<file path="src/rtl/tmaa_pkg.sv">
package tmaa_pkg;

    localparam int COORD_WIDTH_DEF      = 16;
    localparam int FACE_COUNT_WIDTH_DEF = 20;

    // fixed result widths
    localparam int TOTAL_W     = 56;
    localparam int COUNT_OUT_W = 21;

    // per-lane stage enables
    typedef struct packed {
        logic mul_en;
        logic diff_en;
        logic sq_en;
    } lane_ctrl_t;

endpackage

</file>
<file path="src/rtl/tmaa_lane.sv">
// One cross-product component: k = a*b - c*d, then |k|^2.
module tmaa_lane #(
    parameter int COORD_WIDTH = tmaa_pkg::COORD_WIDTH_DEF
) (
    input  logic                         clk,
    input  tmaa_pkg::lane_ctrl_t         ctrl,
    input  logic signed [COORD_WIDTH:0]  a,
    input  logic signed [COORD_WIDTH:0]  b,
    input  logic signed [COORD_WIDTH:0]  c,
    input  logic signed [COORD_WIDTH:0]  d,
    output logic [4*COORD_WIDTH+3:0]     sq
);
    import tmaa_pkg::*;

    localparam int PROD_W = 2*COORD_WIDTH + 2;
    localparam int DIFF_W = PROD_W + 1;
    localparam int MAG_W  = PROD_W;
    localparam int SQ_W   = 2*MAG_W;

    logic signed [PROD_W-1:0] p0_reg, p1_reg;
    logic [MAG_W-1:0]         mag_reg;
    logic [SQ_W-1:0]          sq_reg;
    logic signed [DIFF_W-1:0] diff;
    logic [DIFF_W-1:0]        diff_abs;

    assign diff     = {p0_reg[PROD_W-1], p0_reg} - {p1_reg[PROD_W-1], p1_reg};
    assign diff_abs = diff[DIFF_W-1] ? DIFF_W'(-diff) : DIFF_W'(diff);

    always_ff @(posedge clk)
    begin
        if (ctrl.mul_en)
        begin
            p0_reg <= a * b;
            p1_reg <= c * d;
        end
        if (ctrl.diff_en)
        begin
            mag_reg <= diff_abs[MAG_W-1:0];
        end
        if (ctrl.sq_en)
        begin
            sq_reg <= mag_reg * mag_reg;
        end
    end

    assign sq = sq_reg;

endmodule

</file>
<file path="config.mk">
export PLATFORM = sky130hd
export DESIGN_NAME = tmaa_lane
export DESIGN_NICKNAME = d
export VERILOG_FILES = /design/src/rtl/tmaa_pkg.sv /design/src/rtl/tmaa_lane.sv
export SDC_FILE = /design/constraint.sdc
export NUM_CORES = 2
export LEC_CHECK = 0
export BUFFER_PORTS_ARGS = -buffer_cell sky130_fd_sc_hd__buf_4
export CAP_MARGIN = 20
export CORE_AREA = 3 3 360 362
export CTS_BUF_LIST = sky130_fd_sc_hd__clkbuf_4 sky130_fd_sc_hd__clkbuf_8
export DETAILED_ROUTE_END_ITERATION = 10
export DIE_AREA = 0 0 363 365
export GPL_ROUTABILITY_DRIVEN = 0
export SLEW_MARGIN = 20
export SYNTH_ARGS = -nofsm -noshare
export SYNTH_HDL_FRONTEND = slang
export SYNTH_SLANG_ARGS = --single-unit
</file>
<file path="constraint.sdc">
create_clock -name clk -period 10.65 [get_ports clk]
set_clock_uncertainty 0.2 [all_clocks]
set_input_delay 2.13 -clock clk [delete_from_list [all_inputs] [get_ports clk]]
set_output_delay 2.13 -clock clk [all_outputs]
set_load 0.01 [all_outputs]
</file>
==> run_results.csv <==
group,metric,value,unit
outcome,outcome,"complete, no violations",
grt,grt.overflow.total,0,
finish,syn2layout_area_growth,4.94,%
clock_tree,post_cts_resized,0,
timing,setup_viol,0,
finish,stdcell_count,8189,
finish,final_common_cell,"inv_1",
timing,slew_violations,0,
clock_tree,cts_sinks,169,
floorplan,die-height,365,um
grt,grt_first_pass_wirelength,255000,um
worst_setup_path,critPathBufInv,4,
floorplan,core_area,127000,um^2
worst_setup_path,crit_type,"flop to flop",
synth,yosys_most_used_dff,"edfxtp_1",
timing,tns,0,ns
detailed_routing,dr_total_vias,42642,
worst_setup_path,critPathMaxStageDelay,0.81,ns
detailed_routing,via_per_inst,5.21,
finish,largest_reg_flops,67,
clock_tree,root_buffer,"clkbuf_8",
floorplan,start_util,48.9,%
clock_tree,clk_pin_slew,0.10,ns
grt,grt_max_degree,69,
worst_setup_path,r2r_slack,1.36,ns
detailed_routing,drtPass1Iterations,6,
detailed_routing,drc,0,
floorplan,row_count,131,
hold_path,worst_hold_path_type,"flop to flop",
finish,drive_gt1_share,3.86,%
timing,max_freq,0.108,GHz
synth,yosysSeqAreaShare,8.17,%
grt,track_usage,24.8,%
worst_setup_path,cp_common_cell,"fa_1",
timing,hold_viol_final,0,
floorplan,die_w,363,um
worst_setup_path,crit_chain,"buf_4, inv_1, nor2_1, inv_1, fa_1, fa_1, fa_1, fa_1, fa_1, fa_1, fa_1, fa_1, inv_1, ha_1, a21o_1, a21o_1, a21oi_1, o21ai_0, a21boi_0, a2bb2oi_1, o21ai_0, a31oi_1, o21ai_0, xor2_1",
timing,relSlewSlack,22.6,%
placed_design,hpwl,131000,um
grt,grt_antenna_before_repair,2,
floorplan,ios,140,
clock_tree,cts_tree,"built",
detailed_routing,ant_nets,0,
synth,synth_nets,8614,
worst_setup_path,crit_slowest_cell,"o21ai_0",
clock_tree,clk_latency,0.59,ns
finish,layout_common_cells,"inv_1 (1835), fa_1 (1517), nand2_1 (754)",
run,maxCapViolations,0,
synth,synth.distinct_cells,84,
clock_tree,cts_hold_buf,0,
timing,fin_crit,9.29,ns
floorplan,dieArea,132000,um^2
placed_design,port_buffers,138,
detailed_routing,postRouteWirelength,157000,um
timing,timing.final.crit_share,87.2,%
synth,netlist_instances,6530,
clock_tree,cts.path.max_buffers,2,
synth,synth_edf_count,169,
clock_tree,post_cts_buffers,0,
worst_setup_path,critPathTopFamily,"adder cells",
placed_design,place_inst,8156,
timing,rsz0062_at_grt,"false",
grt,grt_pass1_vias,46535,
worst_setup_path,worstPathArrival,9.43,ns
worst_setup_path,start_kind,"flop",
worst_setup_path,worstPathMaxFanout,31,
synth,synth-async-reset-ratio,0,%
timing,max_slew.worst_pin.slew,1.16,ns
detailed_routing,post_drt_wl_per_cell,19.1,um
synth,yosys_warnings,0,
synth,synth_area_per_cell,9.51,um^2
detailed_routing,drt_first_iter_violations,2468,
synth,ys_ff_latch,169,
worst_setup_path,required,10.79,ns
synth,synth.cell_area,62100,um^2
clock_tree,h-tree-depth,4,
finish,nets,8597,
worst_setup_path,critPathCaptureType,"flop",
clock_tree,cts_inserted_buffers,17,
[tightest hold or removal path: cells and delay by family, from the launching register on]
family / cells / cell delay [ns]
flip-flops: 1 / 0.37
adder cells (fa/ha/maj): 1 / 0.17
buffers and inverters: 1 / 0.04
[cell usage after synthesis, types with 25 or more instances]
cell type	instances	area share [%]
clkbuf_1	212	1.3
fa_1	1517	49
and2_1	434	4.4
xor2_1	75	1.1
nor3_1	32	0.26
ha_1	495	10
edfxtp_1	169	8.2
nand2_1	754	4.6
nand3_1	25	0.20
xnor2_1	132	1.9
o21ai_0	102	0.82
nor2_1	151	0.91
a31oi_1	27	0.27
inv_1	1835	11
a21oi_1	167	1.3
a21o_1	78	0.94
nand2b_1	50	0.50
[stage by stage]
step / hold slack, ns / area (um^2) / utilization, % / setup WS, ns
final: 0.536 / 65200 / 51.3 / 1.36
after global placement: 0.522 / 64700 / 50.9 / 1.47
after CTS: 0.543 / 65200 / 51.3 / 1.40
after floorplan: 0.350 / 62100 / - / 2.24
after detailed placement: 0.524 / 64700 / 50.9 / 1.43
after global routing: 0.568 / 65200 / 51.3 / 1.02
[layer usage]
layer  global-route usage, %  vias to the layer above  wire [um]
met5                       0                        -          0
met4                    8.84                        0       6170
met3                    2.83                      255       6980
met2                    44.0                      974      80900
met1                    31.4                    22290      62700
li1                        -                    19123          -
[cells by family after synthesis]
| logic type | synth area share (%) |
|---|---|
| xor+xnor | 2.92 |
| simple gates | 12.1 |
| other cells | 0.00604 |
| compound gates | 5.41 |
| mux | 0.0866 |
| buf+inv | 12.4 |
| fa+ha+maj | 58.9 |
| flops | 8.17 |
[layout make-up]
type                    count  area, um^2
diodes                      1        2.50
clock buffers              17         234
clock inverters            15         209
fillers                 11785       61900
inverters                1840        6910
multi-input cells        4305       49300
flip-flops and latches    169        5070
well taps                1662        2080
repair buffers            180        1350
[final timing paths]
check,from,endpoint,depth (start not counted)
max reg2reg,mag_reg[2],sq[42],24
min,p1_reg[0],mag_reg[0],2
max,mag_reg[2],sq[42],24
min reg2reg,p1_reg[0],mag_reg[0],2
Power is left out: the tool's default activity adds up to more than one toggle a clock period on the data nets, which glitch-free logic cannot reach.
