### src/rtl/tmaa_pkg.sv
package tmaa_pkg;

    localparam int COORD_WIDTH_DEF      = 16;
    localparam int FACE_COUNT_WIDTH_DEF = 20;

    // fixed result widths
    localparam int TOTAL_W     = 56;
    localparam int COUNT_OUT_W = 21;

    // per-lane stage enables
    typedef struct packed {
        logic mul_en;
        logic diff_en;
        logic sq_en;
    } lane_ctrl_t;

endpackage

### src/rtl/tmaa_sqrt.sv
// Floor square root, one result bit per cycle (restoring, radix 2).
module tmaa_sqrt #(
    parameter int COORD_WIDTH = tmaa_pkg::COORD_WIDTH_DEF
) (
    input  logic                       clk,
    input  logic                       rst_n,
    input  logic                       start,
    input  logic [4*COORD_WIDTH+6:0]   radicand,
    output logic                       done,
    output logic [2*COORD_WIDTH+3:0]   root
);
    import tmaa_pkg::*;

    localparam int ROOT_W = 2*COORD_WIDTH + 4;
    localparam int RAD_W  = 2*ROOT_W;
    localparam int REM_W  = ROOT_W + 1;
    localparam int TRY_W  = ROOT_W + 3;
    localparam int ITER_W = $clog2(ROOT_W + 1);

    logic [RAD_W-1:0]  rad_reg, rad_next;
    logic [REM_W-1:0]  rem_reg, rem_next;
    logic [ROOT_W-1:0] root_reg, root_next;
    logic [ITER_W-1:0] iter_reg, iter_next;
    logic              done_reg, done_next;

    logic [TRY_W-1:0]  shifted;
    logic [TRY_W-1:0]  trial;
    logic [TRY_W-1:0]  diff;
    logic              take;

    assign shifted = {rem_reg, rad_reg[RAD_W-1 -: 2]};
    assign trial   = {1'b0, root_reg, 2'b01};
    assign diff    = shifted - trial;
    assign take    = (shifted >= trial);

    always_comb
    begin
        rad_next  = rad_reg;
        rem_next  = rem_reg;
        root_next = root_reg;
        iter_next = iter_reg;
        done_next = 1'b0;
        if (start)
        begin
            rad_next  = RAD_W'(radicand);
            rem_next  = '0;
            root_next = '0;
            iter_next = ITER_W'(ROOT_W);
        end
        else if (iter_reg != '0)
        begin
            rad_next  = {rad_reg[RAD_W-3:0], 2'b00};
            rem_next  = take ? diff[REM_W-1:0] : shifted[REM_W-1:0];
            root_next = {root_reg[ROOT_W-2:0], take};
            iter_next = iter_reg - 1'b1;
            done_next = (iter_reg == ITER_W'(1));
        end
    end

    always_ff @(posedge clk or negedge rst_n)
    begin
        if (!rst_n)
        begin
            iter_reg <= '0;
            done_reg <= 1'b0;
        end
        else
        begin
            iter_reg <= iter_next;
            done_reg <= done_next;
        end
    end

    always_ff @(posedge clk)
    begin
        rad_reg  <= rad_next;
        rem_reg  <= rem_next;
        root_reg <= root_next;
    end

    assign done = done_reg;
    assign root = root_reg;

endmodule

### config.mk
export PLATFORM = sky130hd
export DESIGN_NAME = tmaa_sqrt
export DESIGN_NICKNAME = d
export VERILOG_FILES = /design/src/rtl/tmaa_pkg.sv /design/src/rtl/tmaa_sqrt.sv
export SDC_FILE = /design/constraint.sdc
export NUM_CORES = 1
export LEC_CHECK = 0
export BUFFER_PORTS_ARGS = -buffer_cell sky130_fd_sc_hd__buf_2
export CAP_MARGIN = 10
export CORE_ASPECT_RATIO = 1.2
export CORE_MARGIN = 2
export CORE_UTILIZATION = 40
export DETAILED_ROUTE_END_ITERATION = 6
export SETUP_SLACK_MARGIN = 0.3
export SYNTH_ARGS = -nofsm -noshare
export SYNTH_HDL_FRONTEND = slang
export SYNTH_SLANG_ARGS = --single-unit
### constraint.sdc
create_clock -name clk -period 8.1 [get_ports clk]
set_input_delay 0.405 -clock clk [delete_from_list [all_inputs] [get_ports clk]]
set_output_delay 0.405 -clock clk [all_outputs]
set_load 0.02 [all_outputs]
==> metrics.cfg <==
[run_status]
status=finished clean

[worst_setup_path]
cp_slowest_cell=a21oi_4
cp_slowest_stage_delay_ns=0.68
crit_type=reg -> reg
cp-start-kind=flip-flop
cp.required_ns=8.40
path_cells=inv_1 -> ha_1 -> a21oi_2 -> o21ai_1 -> a221o_1 -> a221o_1 -> nor2_2 -> a21oi_2 -> a21oi_4 -> buf_4 -> nand2b_4 -> o21ai_1
cp_max_fo=24
cp.arrival_ns=3.91
crit_path_end_kind=flip-flop

[routing]
drt_wl_total_mm=17.4
vias=5896
avgRoutedWirePerCell_um=15.6
drt_iter0_drc=245
drtPass1Iterations=4
drc_errors=0
avgViaCountPerCell=5.27
ant_nets=0

[finish]
fin_nets=958
syn2layout_area_growth_pct=17.1
diodes=0
nFillCells=1896
drive_gt1_frac=0.266
final_cell_mix=buf_2 (110), dfxtp_1 (74), edfxtp_1 (71), mux2_2 (69), nand2_1 (61)
largest_reg_flops=72
stdcell_area_mm2=0.00925
final_common_cell=buf_2

[timing]
postLayoutSetupSlackWorst_ns=4.49
fmax_mhz=277
slew_headroom=0.275
maxSlewViolCount=0
setup_viol=0
rsz0062_at_grt=no
fin_crit_ns=3.61
tightest_slew_ns=1.09
period_share=0.446
hold_viol_final=0
setup_tns_ns=0
finClkSkew_ns=0.00741

[power]
p_leak_nw=3.79
ir_drop_mv=0.162
powerDensity_mw_per_mm2=351

[clocking]
cts_buffer_depth=2
htree_levels=4
root_buffer=clkbuf_16
cts_tree=built
cts_buffers=17
cts.sinks=152
clkTransAtPathRegs_ns=0.07
cts.repair.resized=0
insertion_delay_ns=0.42

[global_routing]
grt_pass1_vias=5857
gr-total-overflow=0
grtUsageTotal=0.170
grt_max_degree=88
antenna_found_initial=1
grt_pass1_wl_mm=28.7

[die]
die_y_um=158
die_x_um=132
rows=56
ios=111
core-area_mm2=0.0195
start_util=0.406
dieArea_mm2=0.0209

[logic_synthesis]
synthCells=744
synth.area.top_cells=edfxtp_1 (27%), dfxtp_1 (19%), mux2_2 (9.8%), ha_1 (6.3%), mux2i_1 (3.3%)
syn_area_mm2=0.00790
syn_nets=858
synth_top_flop_cell=dfxtp_1
ys_async_sr_fraction=0.0461
ys_warn_count=0
synth_top_area_cell=edfxtp_1
ys_ff_latch=152
ys_seq_area_frac=0.479
synth-edff-count=71
yosysTopAreaCellShare=0.270
ys_types=58
syn_area_per_cell_um2=10.6

[place]
placedInstanceArea_mm2=0.00868
place_ws_ns=4.50
gp_congestion=0.805
dp.final_hpwl_mm=12.3
port_buffers=110

[flow_run]
cap_violations=0

[worst_hold_path]
holdCritPathClass=in -> reg

[critical path, delay by kind of cell, from the launching register on]
family                   cells  cell delay [ns]
flip-flops                   1             0.32
AO/OA/AOI/OAI                7             1.92
AND/OR/NAND/NOR              2             0.36
buffers and inverters        2             0.51
adder cells (fa/ha/maj)      1             0.37
[timing repair]
action                    CTS  global route
buffers inserted            0             0
hold endpoints to repair    7             0
hold buffers                1             0
[cells by family (layout without fill, tap and decap cells)]
| family | count (synthesis) | in the layout | share of synthesized area |
|---|---|---|---|
| AOI/OAI and AO/OA | 201 | 201 | 0.163 |
| DFF | 152 | 152 | 0.479 |
| and+or+nand+nor | 135 | 135 | 0.0801 |
| muxes | 95 | 95 | 0.131 |
| buffers and inverters | 86 | 199 | 0.0443 |
| adders and majority gates | 40 | 40 | 0.0633 |
| xor gates and xnor gates | 35 | 35 | 0.0388 |
[through the flow]
step	instances	power [W]	utilization	hold WS, ns
2_1_floorplan	744	0.00221	-	0.109
3_3_place_gp	1085	0.00248	0.445	0.249
3_5_place_dp	1085	0.00248	0.445	0.252
4_1_cts	1118	0.00328	0.475	0.260
5_1_grt	1118	0.00348	0.475	0.259
6_report	1118	0.00325	0.475	0.279
[power breakdown]
part	total [W]	switching [W]	internal (W)	leakage, nW
registers	0.000993	0.0000669	0.000927	1.45
clock network	0.000776	0.000345	0.000431	0.275
logic	0.00148	0.000821	0.000657	2.06
total	0.00325	0.00123	0.00202	3.79
[final cells by class]
| type | instances | area [um2] | share of cell area |
|---|---|---|---|
| Inverter | 51 | 194 | 0.0210 |
| Tap cell | 261 | 327 | 0.0353 |
| Clock inverter | 14 | 138 | 0.0149 |
| Sequential cell | 152 | 3790 | 0.409 |
| Multi-Input combinational cell | 506 | 3780 | 0.408 |
| Clock buffer | 18 | 429 | 0.0464 |
| Timing Repair Buffer | 116 | 598 | 0.0646 |
[synth_stat cells (all sizes together) (4+ instances only)]
| cell | count |
|---|---|
| nand2 | 61 |
| buf | 8 |
| dfrtp | 7 |
| inv | 51 |
| o21ai | 62 |
| mux2 | 69 |
| a21oi | 41 |
| or3 | 4 |
| nor2b | 5 |
| mux2i | 26 |
| dfxtp | 74 |
| and3 | 5 |
| o22ai | 37 |
| xnor2 | 24 |
| nand3 | 7 |
| a21o | 13 |
| nand4 | 11 |
| ha | 40 |
| nor2 | 22 |
| clkbuf | 27 |
| o21bai | 6 |
| a32oi | 10 |
| xor2 | 11 |
| edfxtp | 71 |
| nor3 | 10 |
[routing by layer]
metal  share of wire  vias to the layer above  global-route usage
li1                -                     2952                   -
met1            0.45                     2812               0.209
met2            0.47                      113               0.284
met3           0.059                       17              0.0599
met4           0.012                        2              0.0461
met5         0.00063                        -                   0
[final timing paths]
kind,start,endpoint,slack [ns],cells after the start
min in group asynchronous,rst_n,iter_reg[2]$_DFFE_PN0P_,0.36,2
worst max-delay path,root[22]$_SDFFE_PP0P_,rem_reg[36]$_SDFFE_PP0P_,4.49,12
worst min-delay path,radicand[11],rad_reg[11]$_DFFE_PP_,0.28,2
worst min register to register,rad_reg[69]$_DFFE_PP_,rad_reg[71]$_SDFFE_PP0P_,0.45,2
max in group asynchronous,rst_n,iter_reg[5]$_DFFE_PN0P_,7.58,2
worst max register to register,root[22]$_SDFFE_PP0P_,rem_reg[36]$_SDFFE_PP0P_,4.49,12
Power figures use the tool's default switching activity.
